$ cat src/hw/rtl/ffsa_pkg.sv
// Shared types and constants for the first-fit slot allocator.
// Used by ffsa_cell and first_fit_slot_allocator_core; no dependencies.

package ffsa_pkg;

    // Default geometry of the free map.
    localparam int NUM_ZONES_DEF        = 32;
    localparam int NUM_DAYS_DEF         = 5;
    localparam int NUM_HOURS_DEF        = 5;
    localparam int FIRST_NIGHT_HOUR_DEF = 3;
    localparam int NUM_ZONE_TYPES_DEF   = 8;

    // Widths that cover the whole legal range of the geometry.
    localparam int ZONE_IDX_W = 6;   // up to 64 zones
    localparam int DAY_IDX_W  = 3;   // up to 8 days
    localparam int HOUR_IDX_W = 5;   // up to 32 hours

    // Item field widths.
    localparam int TAG_W       = 10;
    localparam int GROUP_W     = 4;
    localparam int TYPE_W      = 4;
    localparam int DAY_MASK_W  = 5;
    localparam int OUT_ZONE_W  = 5;
    localparam int OUT_DAY_W   = 3;
    localparam int OUT_HOUR_W  = 3;
    localparam int COUNT_W     = 16;

    // Eligibility registers and the configuration port.
    localparam int TYPE_REGS   = 8;
    localparam int REG_IDX_W   = 3;
    localparam int ELIG_W      = 32;
    localparam int APB_ADDR_W  = 5;
    localparam int APB_DATA_W  = 32;
    localparam int MAX_ZONES   = 64;
    localparam int MAX_DAYS_EXT = 8;

    // Search token that walks down the row of zone cells.
    typedef struct packed {
        logic                  active;
        logic                  found;
        logic [ZONE_IDX_W-1:0] zone;
        logic [DAY_IDX_W-1:0]  day;
        logic [HOUR_IDX_W-1:0] hour;
    } t_ffsa_tok;

endpackage

$ cat src/hw/rtl/first_fit_slot_allocator_core.sv
// First-fit slot allocator top level: configuration registers, request
// context, a row of ffsa_cell zone cells and the result register. Uses ffsa_pkg.

// One request is handled at a time. An accepted item starts a search token
// that moves through one zone cell per clock; its result is loaded into the
// result register after the token has passed the start register and then the
// register of each zone cell. The next item is accepted once the result has
// been taken. Each cell holds the free bits of its own zone; all slots are
// free after reset. Zone types outside 1..NUM_ZONE_TYPES fail without
// touching the map. The eligibility registers (one per type, bit z enables
// zone z) sit at byte addresses 0, 4, ..., 28 and should be written only
// while no request is in progress.

module first_fit_slot_allocator_core #(
    parameter int NUM_ZONES        = ffsa_pkg::NUM_ZONES_DEF,
    parameter int NUM_DAYS         = ffsa_pkg::NUM_DAYS_DEF,
    parameter int NUM_HOURS        = ffsa_pkg::NUM_HOURS_DEF,
    parameter int FIRST_NIGHT_HOUR = ffsa_pkg::FIRST_NIGHT_HOUR_DEF,
    parameter int NUM_ZONE_TYPES   = ffsa_pkg::NUM_ZONE_TYPES_DEF
) (
    input  logic                              i_clk,
    input  logic                              i_rst_n,
    // Configuration port.
    input  logic                              psel,
    input  logic                              penable,
    input  logic                              pwrite,
    input  logic [ffsa_pkg::APB_ADDR_W-1:0]   paddr,
    input  logic [ffsa_pkg::APB_DATA_W-1:0]   pwdata,
    output logic [ffsa_pkg::APB_DATA_W-1:0]   prdata,
    output logic                              pready,
    // Request channel.
    input  logic                              i_in_valid,
    output logic                              o_in_stall,
    input  logic [ffsa_pkg::TAG_W-1:0]        i_request_tag,
    input  logic [ffsa_pkg::GROUP_W-1:0]      i_group_number,
    input  logic [ffsa_pkg::TYPE_W-1:0]       i_zone_type,
    input  logic                              i_want_daytime,
    input  logic [ffsa_pkg::DAY_MASK_W-1:0]   i_day_mask,
    // Result channel.
    output logic                              o_out_valid,
    input  logic                              i_out_stall,
    output logic                              o_booked,
    output logic [ffsa_pkg::TAG_W-1:0]        o_result_tag,
    output logic [ffsa_pkg::GROUP_W-1:0]      o_result_group,
    output logic [ffsa_pkg::OUT_ZONE_W-1:0]   o_granted_zone,
    output logic [ffsa_pkg::OUT_DAY_W-1:0]    o_granted_day,
    output logic [ffsa_pkg::OUT_HOUR_W-1:0]   o_granted_hour,
    output logic [ffsa_pkg::COUNT_W-1:0]      o_booked_count
);

    // Configuration registers.
    logic [ffsa_pkg::ELIG_W-1:0]    r_elig_regs [ffsa_pkg::TYPE_REGS];
    logic [ffsa_pkg::REG_IDX_W-1:0] w_reg_idx;
    logic                           w_cfg_wr;

    // Request context.
    logic                           r_busy;
    logic [ffsa_pkg::TAG_W-1:0]     r_req_tag;
    logic [ffsa_pkg::GROUP_W-1:0]   r_req_group;
    logic                           r_want_daytime;
    logic [ffsa_pkg::DAY_MASK_W-1:0] r_day_mask;
    logic [ffsa_pkg::ELIG_W-1:0]    r_elig;
    ffsa_pkg::t_ffsa_tok            r_start;

    // Result and count.
    logic                           r_out_valid;
    logic                           r_res_found;
    ffsa_pkg::t_ffsa_tok            r_res;
    logic [ffsa_pkg::COUNT_W-1:0]   r_count;
    logic [ffsa_pkg::COUNT_W-1:0]   n_count;

    logic                           w_in_acc;
    logic                           w_out_acc;
    logic                           w_type_ok;
    logic [ffsa_pkg::TYPE_W-1:0]    w_type_m1;
    logic [ffsa_pkg::MAX_ZONES-1:0] w_elig_ext;
    logic [ffsa_pkg::MAX_DAYS_EXT-1:0] w_day_ext;
    logic [NUM_DAYS-1:0]            w_day_en;
    ffsa_pkg::t_ffsa_tok            w_tok [NUM_ZONES+1];
    ffsa_pkg::t_ffsa_tok            w_last;
    logic [NUM_ZONES-1:0]           w_act;

    // ------------------------------------------------------------------
    // Configuration port.
    assign w_reg_idx = paddr[ffsa_pkg::REG_IDX_W+1:2];
    assign w_cfg_wr  = psel && penable && pwrite;
    assign pready    = 1'b1;
    assign prdata    = r_elig_regs[w_reg_idx];

    always_ff @(posedge i_clk) begin
        if (!i_rst_n) begin
            for (int i = 0; i < ffsa_pkg::TYPE_REGS; i++) begin
                r_elig_regs[i] <= '0;
            end
        end else if (w_cfg_wr) begin
            r_elig_regs[w_reg_idx] <= pwdata;
        end
    end

    // ------------------------------------------------------------------
    // Request acceptance.
    assign o_in_stall = r_busy || r_out_valid;
    assign w_in_acc   = i_in_valid && !o_in_stall;
    assign w_out_acc  = r_out_valid && !i_out_stall;

    assign w_type_ok  = (i_zone_type >= ffsa_pkg::TYPE_W'(1)) &&
                        (i_zone_type <= ffsa_pkg::TYPE_W'(NUM_ZONE_TYPES));
    assign w_type_m1  = i_zone_type - ffsa_pkg::TYPE_W'(1);

    always_ff @(posedge i_clk) begin
        if (w_in_acc) begin
            r_req_tag      <= i_request_tag;
            r_req_group    <= i_group_number;
            r_want_daytime <= i_want_daytime;
            r_day_mask     <= i_day_mask;
            // An invalid type searches with no zone enabled, so it fails.
            r_elig         <= w_type_ok ? r_elig_regs[w_type_m1[ffsa_pkg::REG_IDX_W-1:0]]
                                        : '0;
        end
    end

    always_ff @(posedge i_clk) begin
        if (!i_rst_n) begin
            r_start <= '0;
        end else begin
            r_start <= '{active: w_in_acc, found: 1'b0, zone: '0, day: '0, hour: '0};
        end
    end

    // ------------------------------------------------------------------
    // Row of zone cells.
    assign w_elig_ext = ffsa_pkg::MAX_ZONES'(r_elig);
    assign w_day_ext  = ffsa_pkg::MAX_DAYS_EXT'(r_day_mask);
    assign w_day_en   = w_day_ext[NUM_DAYS-1:0];
    assign w_tok[0]   = r_start;

    for (genvar z = 0; z < NUM_ZONES; z++) begin : g_cell
        ffsa_cell #(
            .CELL_IDX         (z),
            .NUM_DAYS         (NUM_DAYS),
            .NUM_HOURS        (NUM_HOURS),
            .FIRST_NIGHT_HOUR (FIRST_NIGHT_HOUR)
        ) u_cell (
            .i_clk          (i_clk),
            .i_rst_n        (i_rst_n),
            .i_tok          (w_tok[z]),
            .i_elig         (w_elig_ext[z]),
            .i_want_daytime (r_want_daytime),
            .i_day_en       (w_day_en),
            .o_tok          (w_tok[z+1])
        );
        assign w_act[z] = w_tok[z+1].active;
    end

    assign w_last = w_tok[NUM_ZONES];

    // ------------------------------------------------------------------
    // Result capture and booking count.
    always_comb begin
        n_count = r_count;
        if (w_last.active && w_last.found && (r_count != '1)) begin
            n_count = r_count + ffsa_pkg::COUNT_W'(1);
        end
    end

    always_ff @(posedge i_clk) begin
        if (!i_rst_n) begin
            r_busy      <= 1'b0;
            r_out_valid <= 1'b0;
            r_count     <= '0;
        end else begin
            r_count <= n_count;
            if (w_in_acc) begin
                r_busy <= 1'b1;
            end else if (w_last.active) begin
                r_busy <= 1'b0;
            end
            if (w_last.active) begin
                r_out_valid <= 1'b1;
            end else if (w_out_acc) begin
                r_out_valid <= 1'b0;
            end
        end
    end

    always_ff @(posedge i_clk) begin
        if (w_last.active) begin
            r_res_found <= w_last.found;
            r_res       <= w_last;
        end
    end

    assign o_out_valid    = r_out_valid;
    assign o_booked       = r_res_found;
    assign o_result_tag   = r_req_tag;
    assign o_result_group = r_req_group;
    assign o_granted_zone = r_res.zone[ffsa_pkg::OUT_ZONE_W-1:0];
    assign o_granted_day  = r_res.day[ffsa_pkg::OUT_DAY_W-1:0];
    assign o_granted_hour = r_res.hour[ffsa_pkg::OUT_HOUR_W-1:0];
    assign o_booked_count = r_count;

`ifndef SYNTH
    // Only one search token may be in flight at any time.
    a_one_token: assert property (@(posedge i_clk) disable iff (!i_rst_n)
        $countones({w_act, r_start.active}) <= 1)
        else $error("more than one search token in the cell row");

    // When new items are taken, the cell row must be empty.
    a_idle_row: assert property (@(posedge i_clk) disable iff (!i_rst_n)
        !o_in_stall |-> (w_act == '0) && !r_start.active)
        else $error("item accepted while a search is in flight");

    // A token leaving the row must find the result register free.
    a_no_overrun: assert property (@(posedge i_clk) disable iff (!i_rst_n)
        w_last.active |-> !r_out_valid && r_busy)
        else $error("result arrived while the previous one is pending");

    // The booking count never goes down.
    a_count_mono: assert property (@(posedge i_clk) disable iff (!i_rst_n)
        $past(i_rst_n) |-> r_count >= $past(r_count))
        else $error("booking count decreased");
`endif

endmodule

$ cat src/hw/rtl/ffsa_cell.sv
// One zone of the free map: holds that zone's day x hour free bits and
// claims the first suitable slot for a passing search token. Uses ffsa_pkg.

module ffsa_cell #(
    parameter int CELL_IDX         = 0,
    parameter int NUM_DAYS         = ffsa_pkg::NUM_DAYS_DEF,
    parameter int NUM_HOURS        = ffsa_pkg::NUM_HOURS_DEF,
    parameter int FIRST_NIGHT_HOUR = ffsa_pkg::FIRST_NIGHT_HOUR_DEF
) (
    input  logic                i_clk,
    input  logic                i_rst_n,
    input  ffsa_pkg::t_ffsa_tok i_tok,
    input  logic                i_elig,
    input  logic                i_want_daytime,
    input  logic [NUM_DAYS-1:0] i_day_en,
    output ffsa_pkg::t_ffsa_tok o_tok
);

    localparam int SLOTS = NUM_DAYS * NUM_HOURS;
    localparam int NIGHT = (FIRST_NIGHT_HOUR < NUM_HOURS) ? FIRST_NIGHT_HOUR : NUM_HOURS;

    logic [SLOTS-1:0]    r_free;
    logic [SLOTS-1:0]    n_free;
    ffsa_pkg::t_ffsa_tok r_tok;
    ffsa_pkg::t_ffsa_tok n_tok;

    logic                              hit;
    logic [SLOTS-1:0]                  grab;
    logic [ffsa_pkg::DAY_IDX_W-1:0]    sel_day;
    logic [ffsa_pkg::HOUR_IDX_W-1:0]   sel_hour;
    logic                              take;

    // First free slot on an enabled day, in day order, then hour order, within the wanted half.
    always_comb begin
        hit      = 1'b0;
        grab     = '0;
        sel_day  = '0;
        sel_hour = '0;
        for (int d = 0; d < NUM_DAYS; d++) begin
            for (int h = 0; h < NUM_HOURS; h++) begin
                if (!hit && i_day_en[d] && r_free[d*NUM_HOURS+h] &&
                    (i_want_daytime ? (h < NIGHT) : (h >= NIGHT))) begin
                    hit                   = 1'b1;
                    grab[d*NUM_HOURS+h]   = 1'b1;
                    sel_day               = ffsa_pkg::DAY_IDX_W'(d);
                    sel_hour              = ffsa_pkg::HOUR_IDX_W'(h);
                end
            end
        end
    end

    assign take = i_tok.active && !i_tok.found && i_elig && hit;

    always_comb begin
        n_tok  = i_tok;
        n_free = r_free;
        if (take) begin
            n_tok.found = 1'b1;
            n_tok.zone  = ffsa_pkg::ZONE_IDX_W'(CELL_IDX);
            n_tok.day   = sel_day;
            n_tok.hour  = sel_hour;
            n_free      = r_free & ~grab;
        end
    end

    always_ff @(posedge i_clk) begin
        if (!i_rst_n) begin
            r_free <= '1;
            r_tok  <= '0;
        end else begin
            r_free <= n_free;
            r_tok  <= n_tok;
        end
    end

    assign o_tok = r_tok;

endmodule
$ cat config.mk
export PLATFORM = sky130hd
export DESIGN_NAME = first_fit_slot_allocator_core
export DESIGN_NICKNAME = d
export VERILOG_FILES = /design/src/hw/rtl/ffsa_pkg.sv /design/src/hw/rtl/first_fit_slot_allocator_core.sv /design/src/hw/rtl/ffsa_cell.sv
export SDC_FILE = /design/constraint.sdc
export NUM_CORES = 2
export LEC_CHECK = 0
export BUFFER_PORTS_ARGS = -buffer_cell sky130_fd_sc_hd__buf_2
export CORE_MARGIN = 3
export CORE_UTILIZATION = 43
export CTS_BUF_LIST = sky130_fd_sc_hd__clkbuf_16
export CTS_CLUSTER_DIAMETER = 80
export CTS_CLUSTER_SIZE = 10
export DETAILED_ROUTE_END_ITERATION = 8
export HOLD_SLACK_MARGIN = 0.1
export PLACE_DENSITY_LB_ADDON = 0.12
export SLEW_MARGIN = 10
export SYNTH_ARGS = -nofsm -noshare
export SYNTH_HDL_FRONTEND = slang
export SYNTH_HIERARCHICAL = 1
export SYNTH_SLANG_ARGS = --single-unit
$ cat constraint.sdc
create_clock -name i_clk -period 4.89 [get_ports i_clk]
set_input_delay 0.489 -clock i_clk [delete_from_list [all_inputs] [get_ports i_clk]]
set_output_delay 0.489 -clock i_clk [all_outputs]
set_load 0.02 [all_outputs]
==> impl_results.md <==
- Largest net degree at the start of global routing: roughly 160
- Slew Limit Fails: 0
- Slowest CP cell: edfxtp_1
- Antenna-violating nets left: 0
- Root Driver: clkbuf_16
- Crit path from: r_day_mask[1]$_DFFE_PP_
- Largest delay share family, worst path: compound AO/OA/AOI/OAI gates
- Global-route wire length before repair: about 350000 µm
- DR vias/cell: between 5 and 6
- CTS tree: built
- Die width: 428 µm
- Synthesized instance count: 8139
- MaxCap Viol Count: 0
- Post-DR wirelength/cell: roughly 20 µm
- Detailed Route WL: 218000 µm
- CP max FO: 39
- Fin. Hold Viols: 0
- Leak: ~31 nW
- NumNets Final: approximately 8300
- Dpl hpwl: ~150000 µm
- Layout cells sized above 1: 0.130
- IO Count: approximately 150
- Die ar.: around 180000 µm²
- Final setup vio count: 0
- CP Data Arrival Time: between 4 and 5 ns
- RR Startpoint: r_day_mask[1]$_DFFE_PP_
- Gr usage total: 0.230
- Crit path time final: 3.40 ns
- Hold Slack: around 0.27 ns
- Status: finished clean
- Startpoint types: register
- Post-CTS sizing: 0
- Critical path endpoint: g_cell[7].u_cell/o_tok[2]$_SDFF_PN0_
- CP Capture Type: register
- CP cell instances: buf_4 -> o21ai_0 -> o22a_1 -> nand2_1 -> o31a_1 -> nor2_1 -> a311oi_1
- Clock sinks: 1555
- Row cnt: 154
- R2R cell count: 7
- Yosys Warn Count: 6
- Clk_lat worst skew: 0.80 ns
- Total CTS buffers: approximately 180
- RePlAce Congestion: 0.882
- Worst-path clk slew: around 0.05 ns
- Footprint of the multi-input gates: a little under 40000 µm²
- Vias: 63331
- GRT overflow: 0
- Hold Path Class: in2reg
- Slew @ Worst Pin: between 1 and 1.5 ns
- Pwr Total: between 20 and 30 mW
- WP depth: 7
- Fmax: roughly 290 MHz
- Syn-to-layout area delta: 11.3%
- Max_slew headroom: 0.215
- DRC violation count after routing: 0
- # port buffers: ~140
- Core area: 176000 µm²
- Setup WS post-layout: roughly 1.5 ns
- Die height: approximately 430 µm
- Worst Path Buf+Inv: 1
- Post-Syn Area: approximately 77000 µm²
- Crit Reg-Reg Endpoint: g_cell[7].u_cell/o_tok[2]$_SDFF_PN0_
- H-tree levels: 4
- Bufs on Longest Clock Path: 3
- Place WS: 1.50 ns
- Core Util, Final: 0.483
- Max IR drop VDD: ~270 µV
- Setup Skew: approximately 0.034 ns
- Initial core utilization: 0.434
- DR iter-0 viols: about 5100
- Design area: between 80000 and 90000 µm²
- RSZ-0062 raised after global routing: false
- Pwr Density: approximately 330 nW/µm²
- Reg-to-reg setup timing slack: roughly 1.5 ns
- Setup Fix Bufs, Post-CTS: 0
- Critical path class: reg2reg
- Sequential cell area: 34300 µm²
- Fillers: approximately 17000
- Initial antenna violation count: 5
- Placed Area: ~80000 µm²
- Vias in the first global route: 60490
- First-pass detailed-route iteration total: 6
- Fraction of the cycle the final worst path needs: 0.696
- Crit path required time: 5.57 ns
- Max incr delay on CP: 1.10 ns
- Hold path depth: 3
- Syn Area/Cell: approximately 9.4 µm²
[metal layers]
metal,vias to the layer above,share of wire,track usage
met1,30697,0.46,0.317
met4,2,0.026,0.0662
li1,30646,-,-
met5,-,0.000060,0
met3,341,0.048,0.0297
met2,1645,0.47,0.379
[worst min path at each step]
stage	startpoint	end	slack [ns]
finish	i_in_valid	r_start[15]$_SDFF_PN0_	0.27
floorplan	g_cell[31].u_cell/o_tok[5]$_SDFF_PN0_	o_granted_day[0]$_DFFE_PP_	0.39
detailed placement	g_cell[31].u_cell/o_tok[0]$_SDFF_PN0_	o_granted_hour[0]$_DFFE_PP_	0.39
CTS	penable	r_elig_regs[4][4]$_SDFFCE_PN0P_	0.24
global placement	g_cell[31].u_cell/o_tok[9]$_SDFF_PN0_	o_granted_zone[1]$_DFFE_PP_	0.39
global route	i_in_valid	r_start[15]$_SDFF_PN0_	0.28
[power by group]
group          internal, mW  switching (mW)
combinational         0.912            1.78
clock                  6.53            5.10
sequential             13.3           0.109
total                  20.7            6.99
[final cells by class]
class | count | area share
antenna | 1 | 0.0000294
clock buffer | 179 | 0.0526
clock inverter | 52 | 0.00391
inverter | 250 | 0.0110
multi-input combinational | 5950 | 0.464
sequential | 1555 | 0.403
tap | 2340 | 0.0344
timing repair buffer | 327 | 0.0308
[what timing repair did]
item                                   4_1_cts  5_1_grt
setup endpoints to repair                    0        0
endpoints found under the hold margin      316        0
hold buffers                                54        0
[stage by stage]
step | std cells | TNS, ns
after floorplan | 8152 | -3.27
after global placement | 10367 | 0
after detailed placement | 10368 | 0
after CTS | 10653 | 0
after global routing | 10653 | 0
final | 10654 | 0
[worst reg2reg max path: cells and delay by family, from the launching register on]
| kind | cells | cell delay [ns] |
|---|---|---|
| AND/OR/NAND/NOR | 2 | 0.31 |
| flip-flops | 1 | 1.10 |
| AO/OA/AOI/OAI | 4 | 1.30 |
| buffers and inverters | 1 | 0.58 |
[layout by cell type (no fill, tap or decap), drive strengths merged, types with 104 or more instances in the layout]
master	count
a21oi	181
dfxtp	1235
and2	326
buf	273
nand2b	106
inv	296
o21ai	636
nor2b	104
edfxtp	320
clkbuf	179
nor3	177
and3	136
o31ai	243
nor2	649
o41ai	126
nand3	329
nand2	1134
[flip-flops by register name, indices dropped and copies added (netlist names), 3 cells and up]
name,count
g_cell.u_cell/r_free,800
o_granted_hour,3
o_granted_day,3
o_granted_zone,5
o_result_group,4
o_booked_count,16
r_day_mask,5
g_cell.u_cell/o_tok,416
r_elig_regs,256
r_elig,32
o_result_tag,10
No activity file was read; power rests on OpenSTA's default activity.
